[src/design/ppg_pkg.sv]
`timescale 1ns / 1ps
// Shared types and constants of the pinhole primary ray generator.
// Used by the top level, the square-root pipeline and the divider pipeline.
package ppg_pkg;

  localparam int PPG_MAX_DIM_BITS = 13;

  // Normalized component magnitudes lie in [0, 2^31).
  localparam int NORM_W   = 31;
  localparam int SQ_W     = 64;
  localparam int ROOT_W   = 32;
  localparam int DIR_W    = 32;
  localparam int NORM_POS = 30;

  localparam logic [NORM_W-1:0] ONE_Q30  = 31'h4000_0000;
  localparam logic [DIR_W-1:0]  DIR_ONE  = 32'h4000_0000;
  localparam logic [DIR_W-1:0]  DIR_MONE = 32'hC000_0000;

  typedef enum logic [2:0] {
    REG_CENTER_X     = 3'd0,
    REG_CENTER_Y     = 3'd1,
    REG_CENTER_Z     = 3'd2,
    REG_FOCAL_LENGTH = 3'd3,
    REG_IMAGE_WIDTH  = 3'd4,
    REG_IMAGE_HEIGHT = 3'd5
  } ppg_reg_t;

  // Per-item data that travels beside the square root.
  typedef struct packed {
    logic              zero;
    logic              neg_x;
    logic              neg_y;
    logic [NORM_W-1:0] mag_x;
    logic [NORM_W-1:0] mag_y;
    logic [NORM_W-1:0] mag_z;
  } ppg_side_t;

  typedef struct packed {
    logic [DIR_W-1:0] x;
    logic [DIR_W-1:0] y;
    logic [DIR_W-1:0] z;
  } ppg_dir_t;

endpackage

[src/design/ppg_div_pipe.sv]
`timescale 1ns / 1ps
// Pipelined restoring divider giving round(m * 2^30 / n), saturated at 1.0,
// with sign and zero handling. One quotient bit per stage. Depends on ppg_pkg.
module ppg_div_pipe import ppg_pkg::*; (
  input  logic              clk,
  input  logic              rst_n,
  input  logic              en,
  input  logic              in_valid,
  input  logic [NORM_W-1:0] in_mag,
  input  logic [ROOT_W-1:0] in_root,
  input  logic              in_neg,
  input  logic              in_zero,
  output logic              out_valid,
  output logic [DIR_W-1:0]  out_dir
);

  localparam int D_W = NORM_W + NORM_POS + 1;

  logic [D_W-1:0] dividend;

  logic              pv_r;
  logic [ROOT_W-1:0] prem_r;
  logic [NORM_W-1:0] plow_r;
  logic [ROOT_W-1:0] pn_r;
  logic              pneg_r;
  logic              pzero_r;

  // Dividend is m * 2^30 + n / 2; its upper bits seed the remainder.
  assign dividend = {1'b0, in_mag, {NORM_POS{1'b0}}} + D_W'(in_root[ROOT_W-1:1]);

  always_ff @(posedge clk) begin
    if (!rst_n) begin
      pv_r <= 1'b0;
    end else if (en) begin
      pv_r <= in_valid;
    end
  end

  always_ff @(posedge clk) begin
    if (en) begin
      prem_r  <= ROOT_W'(dividend[D_W-1:NORM_W]);
      plow_r  <= dividend[NORM_W-1:0];
      pn_r    <= in_root;
      pneg_r  <= in_neg;
      pzero_r <= in_zero;
    end
  end

  logic              v_r    [NORM_W];
  logic [ROOT_W-1:0] rem_r  [NORM_W];
  logic [NORM_W-1:0] low_r  [NORM_W];
  logic [ROOT_W-1:0] n_r    [NORM_W];
  logic [NORM_W-1:0] q_r    [NORM_W];
  logic              neg_r  [NORM_W];
  logic              zero_r [NORM_W];

  for (genvar i = 0; i < NORM_W; i++) begin : g_stage
    logic              v_in;
    logic [ROOT_W-1:0] rem_in;
    logic [NORM_W-1:0] low_in;
    logic [ROOT_W-1:0] n_in;
    logic [NORM_W-1:0] q_in;
    logic              neg_in;
    logic              zero_in;
    logic [ROOT_W:0]   cand;
    logic [ROOT_W:0]   diff;
    logic              fit;

    if (i == 0) begin : g_first
      assign v_in    = pv_r;
      assign rem_in  = prem_r;
      assign low_in  = plow_r;
      assign n_in    = pn_r;
      assign q_in    = '0;
      assign neg_in  = pneg_r;
      assign zero_in = pzero_r;
    end else begin : g_rest
      assign v_in    = v_r[i-1];
      assign rem_in  = rem_r[i-1];
      assign low_in  = low_r[i-1];
      assign n_in    = n_r[i-1];
      assign q_in    = q_r[i-1];
      assign neg_in  = neg_r[i-1];
      assign zero_in = zero_r[i-1];
    end

    assign cand = {rem_in, low_in[NORM_W-1-i]};
    assign fit  = (cand >= {1'b0, n_in});
    assign diff = cand - {1'b0, n_in};

    always_ff @(posedge clk) begin
      if (!rst_n) begin
        v_r[i] <= 1'b0;
      end else if (en) begin
        v_r[i] <= v_in;
      end
    end

    always_ff @(posedge clk) begin
      if (en) begin
        rem_r[i]  <= fit ? diff[ROOT_W-1:0] : cand[ROOT_W-1:0];
        low_r[i]  <= low_in;
        n_r[i]    <= n_in;
        q_r[i]    <= {q_in[NORM_W-2:0], fit};
        neg_r[i]  <= neg_in;
        zero_r[i] <= zero_in;
      end
    end
  end

  logic [NORM_W-1:0] q_sat;
  logic [DIR_W-1:0]  mag_ext;
  logic [DIR_W-1:0]  dir_nxt;
  logic              dv_r;
  logic [DIR_W-1:0]  dir_r;

  always_comb begin
    q_sat   = (q_r[NORM_W-1] > ONE_Q30) ? ONE_Q30 : q_r[NORM_W-1];
    mag_ext = {1'b0, q_sat};
    if (zero_r[NORM_W-1]) begin
      dir_nxt = '0;
    end else if (neg_r[NORM_W-1]) begin
      dir_nxt = DIR_W'(-mag_ext);
    end else begin
      dir_nxt = mag_ext;
    end
  end

  always_ff @(posedge clk) begin
    if (!rst_n) begin
      dv_r <= 1'b0;
    end else if (en) begin
      dv_r <= v_r[NORM_W-1];
    end
  end

  always_ff @(posedge clk) begin
    if (en) begin
      dir_r <= dir_nxt;
    end
  end

  assign out_valid = dv_r;
  assign out_dir   = dir_r;

endmodule

[config.mk]
export PLATFORM = sky130hd
export DESIGN_NAME = ppg_div_pipe
export DESIGN_NICKNAME = d
export VERILOG_FILES = /design/src/design/ppg_pkg.sv /design/src/design/ppg_div_pipe.sv
export SDC_FILE = /design/constraint.sdc
export NUM_CORES = 2
export LEC_CHECK = 0
export BUFFER_PORTS_ARGS = -buffer_cell sky130_fd_sc_hd__clkbuf_2
export CORE_ASPECT_RATIO = 0.75
export CORE_MARGIN = 3
export CORE_UTILIZATION = 25
export CTS_CLUSTER_DIAMETER = 150
export DETAILED_ROUTE_END_ITERATION = 6
export PLACE_DENSITY = 0.48
export SETUP_SLACK_MARGIN = 0.02
export SYNTH_ARGS = -nofsm -noshare
export SYNTH_HDL_FRONTEND = slang
export SYNTH_SLANG_ARGS = --single-unit
[constraint.sdc]
create_clock -name clk -period 12.7 [get_ports clk]
set_clock_uncertainty 0.05 [all_clocks]
set_input_delay 1.27 -clock clk [delete_from_list [all_inputs] [get_ports clk]]
set_output_delay 1.27 -clock clk [all_outputs]
set_load 0.01 [all_outputs]
==> impl_metrics.json <==
{
  "first_iter_violations": 7670,
  "ys_seq_area_share_pct": 55.61,
  "critPathSlowestCell": "a2111oi_0",
  "grt-busiest-layer": "met1",
  "num_vias": 91570,
  "die_height_um": 656.0,
  "clockBufferDepth": 4,
  "die_area_mm2": 0.5725,
  "clock-sinks": 2609,
  "syn2layout_area_growth_pct": 13.37,
  "cp_max_fo": 57,
  "cts_resized": 0,
  "regArea_mm2": 0.07832,
  "cts_tree": "yes",
  "antenna_found_initial": 17,
  "cap_violations": 0,
  "yosysWarnings": 0,
  "start_kind": "register",
  "n_fill_cell": 57700,
  "syn_nets": 13310,
  "grt_pass1_wl_mm": 547.0,
  "synth-edff-count": 2606,
  "fmax_mhz": 208.3,
  "cp-end-kind": "register",
  "synth-main-ff-cell": "edfxtp_1",
  "fin_crit_ns": 4.800,
  "vdd_drop_max_mv": 0.1225,
  "postCtsHoldBufs": 0,
  "cts_root_buffer": "clkbuf_16",
  "core-area_mm2": 0.5607,
  "multi_input_area_mm2": 0.05721,
  "firstDrtPassIters": 5,
  "post-cts-setup-buffers": 0,
  "fp.dieW_um": 872.7,
  "slew-limit-headroom_pct": 15.21,
  "wl_per_cell_um": 17.83,
  "syn_inst": 12210,
  "syn_area_per_cell_um2": 11.53,
  "worstReg2RegStart": "n_r[28][1]",
  "p_leak_nw": 63.37,
  "num_rows": 238,
  "critical_path_arrival_ns": 5.34,
  "post-route-period-util_pct": 37.80,
  "drive_above_1_share_pct": 7.418,
  "total_power_mw": 40.69,
  "io_pins": 102,
  "whs_ns": 0.3433,
  "use_met3_pct": 1.859,
  "hpwl_mm": 268.6,
  "grt_pass1_vias": 86990,
  "hold_class": "register to register",
  "cp_cell_sequence": "inv_1, ha_1, nor2b_1, o21ai_0, a21boi_0, o31ai_1, a31oi_1, a2111oi_0, or3_1, a21oi_1, o31ai_4, buf_4, mux2_2",
  "status": "finished, final reports clean",
  "met1_usage_pct": 19.81,
  "clk_pin_slew_ns": 0.06,
  "powerDensity_mw_per_mm2": 254.8,
  "worst_pin_slew_ns": 1.272,
  "met2_usage_pct": 16.53,
  "tns_ns": 0,
  "nNetsFinal": 13500,
  "crit_type": "register to register",
  "viasPerCell": 4.567,
  "clock_latency_ns": 0.89,
  "grt_max_degree": 179,
  "cp.required_ns": 13.24,
  "hp-start": "q_r[1][70]",
  "rsz0062_at_grt": "false",
  "start_util_pct": 25.12,
  "slew_viol_final": 0,
  "ys_ff_latch": 2609,
  "async_flop_share_pct": 0,
  "io_buffers": 101,
  "htree_num_levels": 5,
  "antenna_left": 0,
  "cp-startpoint": "n_r[28][1]",
  "ys_types": 95,
  "numCtsBuffers": 272,
  "routed_wl_mm": 357.5,
  "critPathMaxStageDelay_ns": 0.82,
  "grt_overflow_total": 0,
  "setup_viol": 0,
  "drc": 0,
  "globalplace.congestion": 0.8256,
  "hold_violations": 0,
  "track_usage_pct": 12.07,
  "synthesis.area_mm2": 0.1408
}
-- power by group --
| part | leakage (nW) | switching [mW] | total (mW) | internal, mW |
|---|---|---|---|---|
| clock network | 4.47 | 3.50 | 8.46 | 4.95 |
| registers | 25.6 | 1.51 | 14.3 | 12.7 |
| logic | 33.3 | 10.4 | 18.0 | 7.57 |
| total | 63.4 | 15.4 | 40.7 | 25.3 |
-- logic make-up (layout without fill, tap and decap cells) --
family	after synthesis	count (layout)	synth area share [%]
other	0	5	0
buffers and inverters	1456	1848	3.954
AND/OR/NAND/NOR	2731	2731	9.178
AO/OA/AOI/OAI	3245	3245	14.35
multiplexers	293	293	2.336
flip-flops	2609	2609	55.61
adder cells (fa/ha/maj)	1025	1025	9.266
XOR/XNOR	854	854	5.311
-- area by class of cell --
type,count,share of cell area (%)
Clock buffer,320,4.469
Inverter,1201,2.823
Clock inverter,157,1.256
Sequential cell,2609,49.05
Timing Repair Buffer,170,0.7366
Multi-Input combinational cell,8148,35.83
Antenna cell,5,0.007836
Tap cell,7440,5.830
-- flip-flops by register name, summed over array words and instances (netlist names), 2 cells and up --
name / cells
n_r: 120
v_r: 31
low_r: 840
out_dir: 32
neg_r: 31
q_r: 496
zero_r: 31
rem_r: 960
g_stage.rem_in: 31
g_stage.low_in: 31
g_stage.n_in: 2
-- per-stage QoR --
stage | cells | cell area [µm²] | setup slack (ns) | util, %
4_1_cts | 20050 | 159700 | 7.907 | 28.47
3_3_place_gp | 19570 | 150500 | 7.946 | 26.84
3_5_place_dp | 19570 | 150500 | 7.970 | 26.84
6_report | 20050 | 159700 | 7.900 | 28.48
2_1_floorplan | 12210 | 140800 | 8.484 | -
5_1_grt | 20050 | 159700 | 7.534 | 28.47
-- path summary, 6_finish.rpt --
path	endpoint	slack [ns]	cells after the start
min	q_r[1][102]	0.34	0
max	rem_r[1][435]	7.90	13
min reg2reg	q_r[1][102]	0.34	0
max reg2reg	rem_r[1][435]	7.90	13
-- critical path, delay by kind of cell, from the launching register on --
family          cells  cell delay [ns]
mux                 1             0.39
simple gates        2             0.42
fa+ha+maj           1             0.23
compound gates      7             2.42
buf+inv             2             0.57
flops               1             0.43
-- cells in the final DEF (no fill, tap or decap), types with 42 or more instances in the layout --
cell	netlist	routed
inv_1	1201	1201
a211oi_1	69	69
a21o_1	552	552
a21boi_0	50	50
clkinv_2	0	43
a31oi_1	86	84
bufinv_16	0	45
nand4_1	152	152
o21a_1	132	132
or2_2	45	45
mux2_2	250	250
o31ai_1	80	80
nand3_1	164	164
and3_1	135	135
nor3_1	140	140
nand2_1	912	912
clkbuf_2	0	100
o21bai_1	95	94
ha_1	995	995
xor2_1	361	361
nor2_1	676	676
a21oi_1	952	945
nand2b_1	151	150
xnor2_1	493	493
and2_1	42	42
o21ai_0	856	856
nor2b_1	152	152
clkbuf_16	0	279
buf_4	0	58
edfxtp_1	2606	2606
-- cells in the mapped netlist, drive strengths merged, types with 36 or more instances --
cell type / n / area share [%]
ha: 995 / 8.8
o31ai: 83 / 0.47
nand4: 152 / 0.68
nor2: 676 / 1.8
or3: 36 / 0.16
a21oi: 952 / 3.4
o21bai: 95 / 0.51
or2: 46 / 0.20
nor2b: 152 / 0.68
and3: 135 / 0.60
nand2: 912 / 2.4
edfxtp: 2606 / 56
a21o: 552 / 2.9
nand3: 164 / 0.58
buf: 52 / 0.21
nor3: 141 / 0.50
o211ai: 38 / 0.21
inv: 1201 / 3.2
a211oi: 71 / 0.39
clkbuf: 203 / 0.54
and2: 43 / 0.19
xnor2: 493 / 3.1
xor2: 361 / 2.2
a21boi: 55 / 0.29
mux2: 264 / 2.1
a31oi: 87 / 0.39
nand2b: 151 / 0.67
o21ai: 878 / 3.1
o21a: 132 / 0.70
-- routing by layer --
metal  wire length, µm  part of all wire, %
met5                 0                    0
met4              5005                  1.4
met3             19940                  5.6
met2            139800                   39
met1            192700                   54
(Power assumes the default switching activity.)
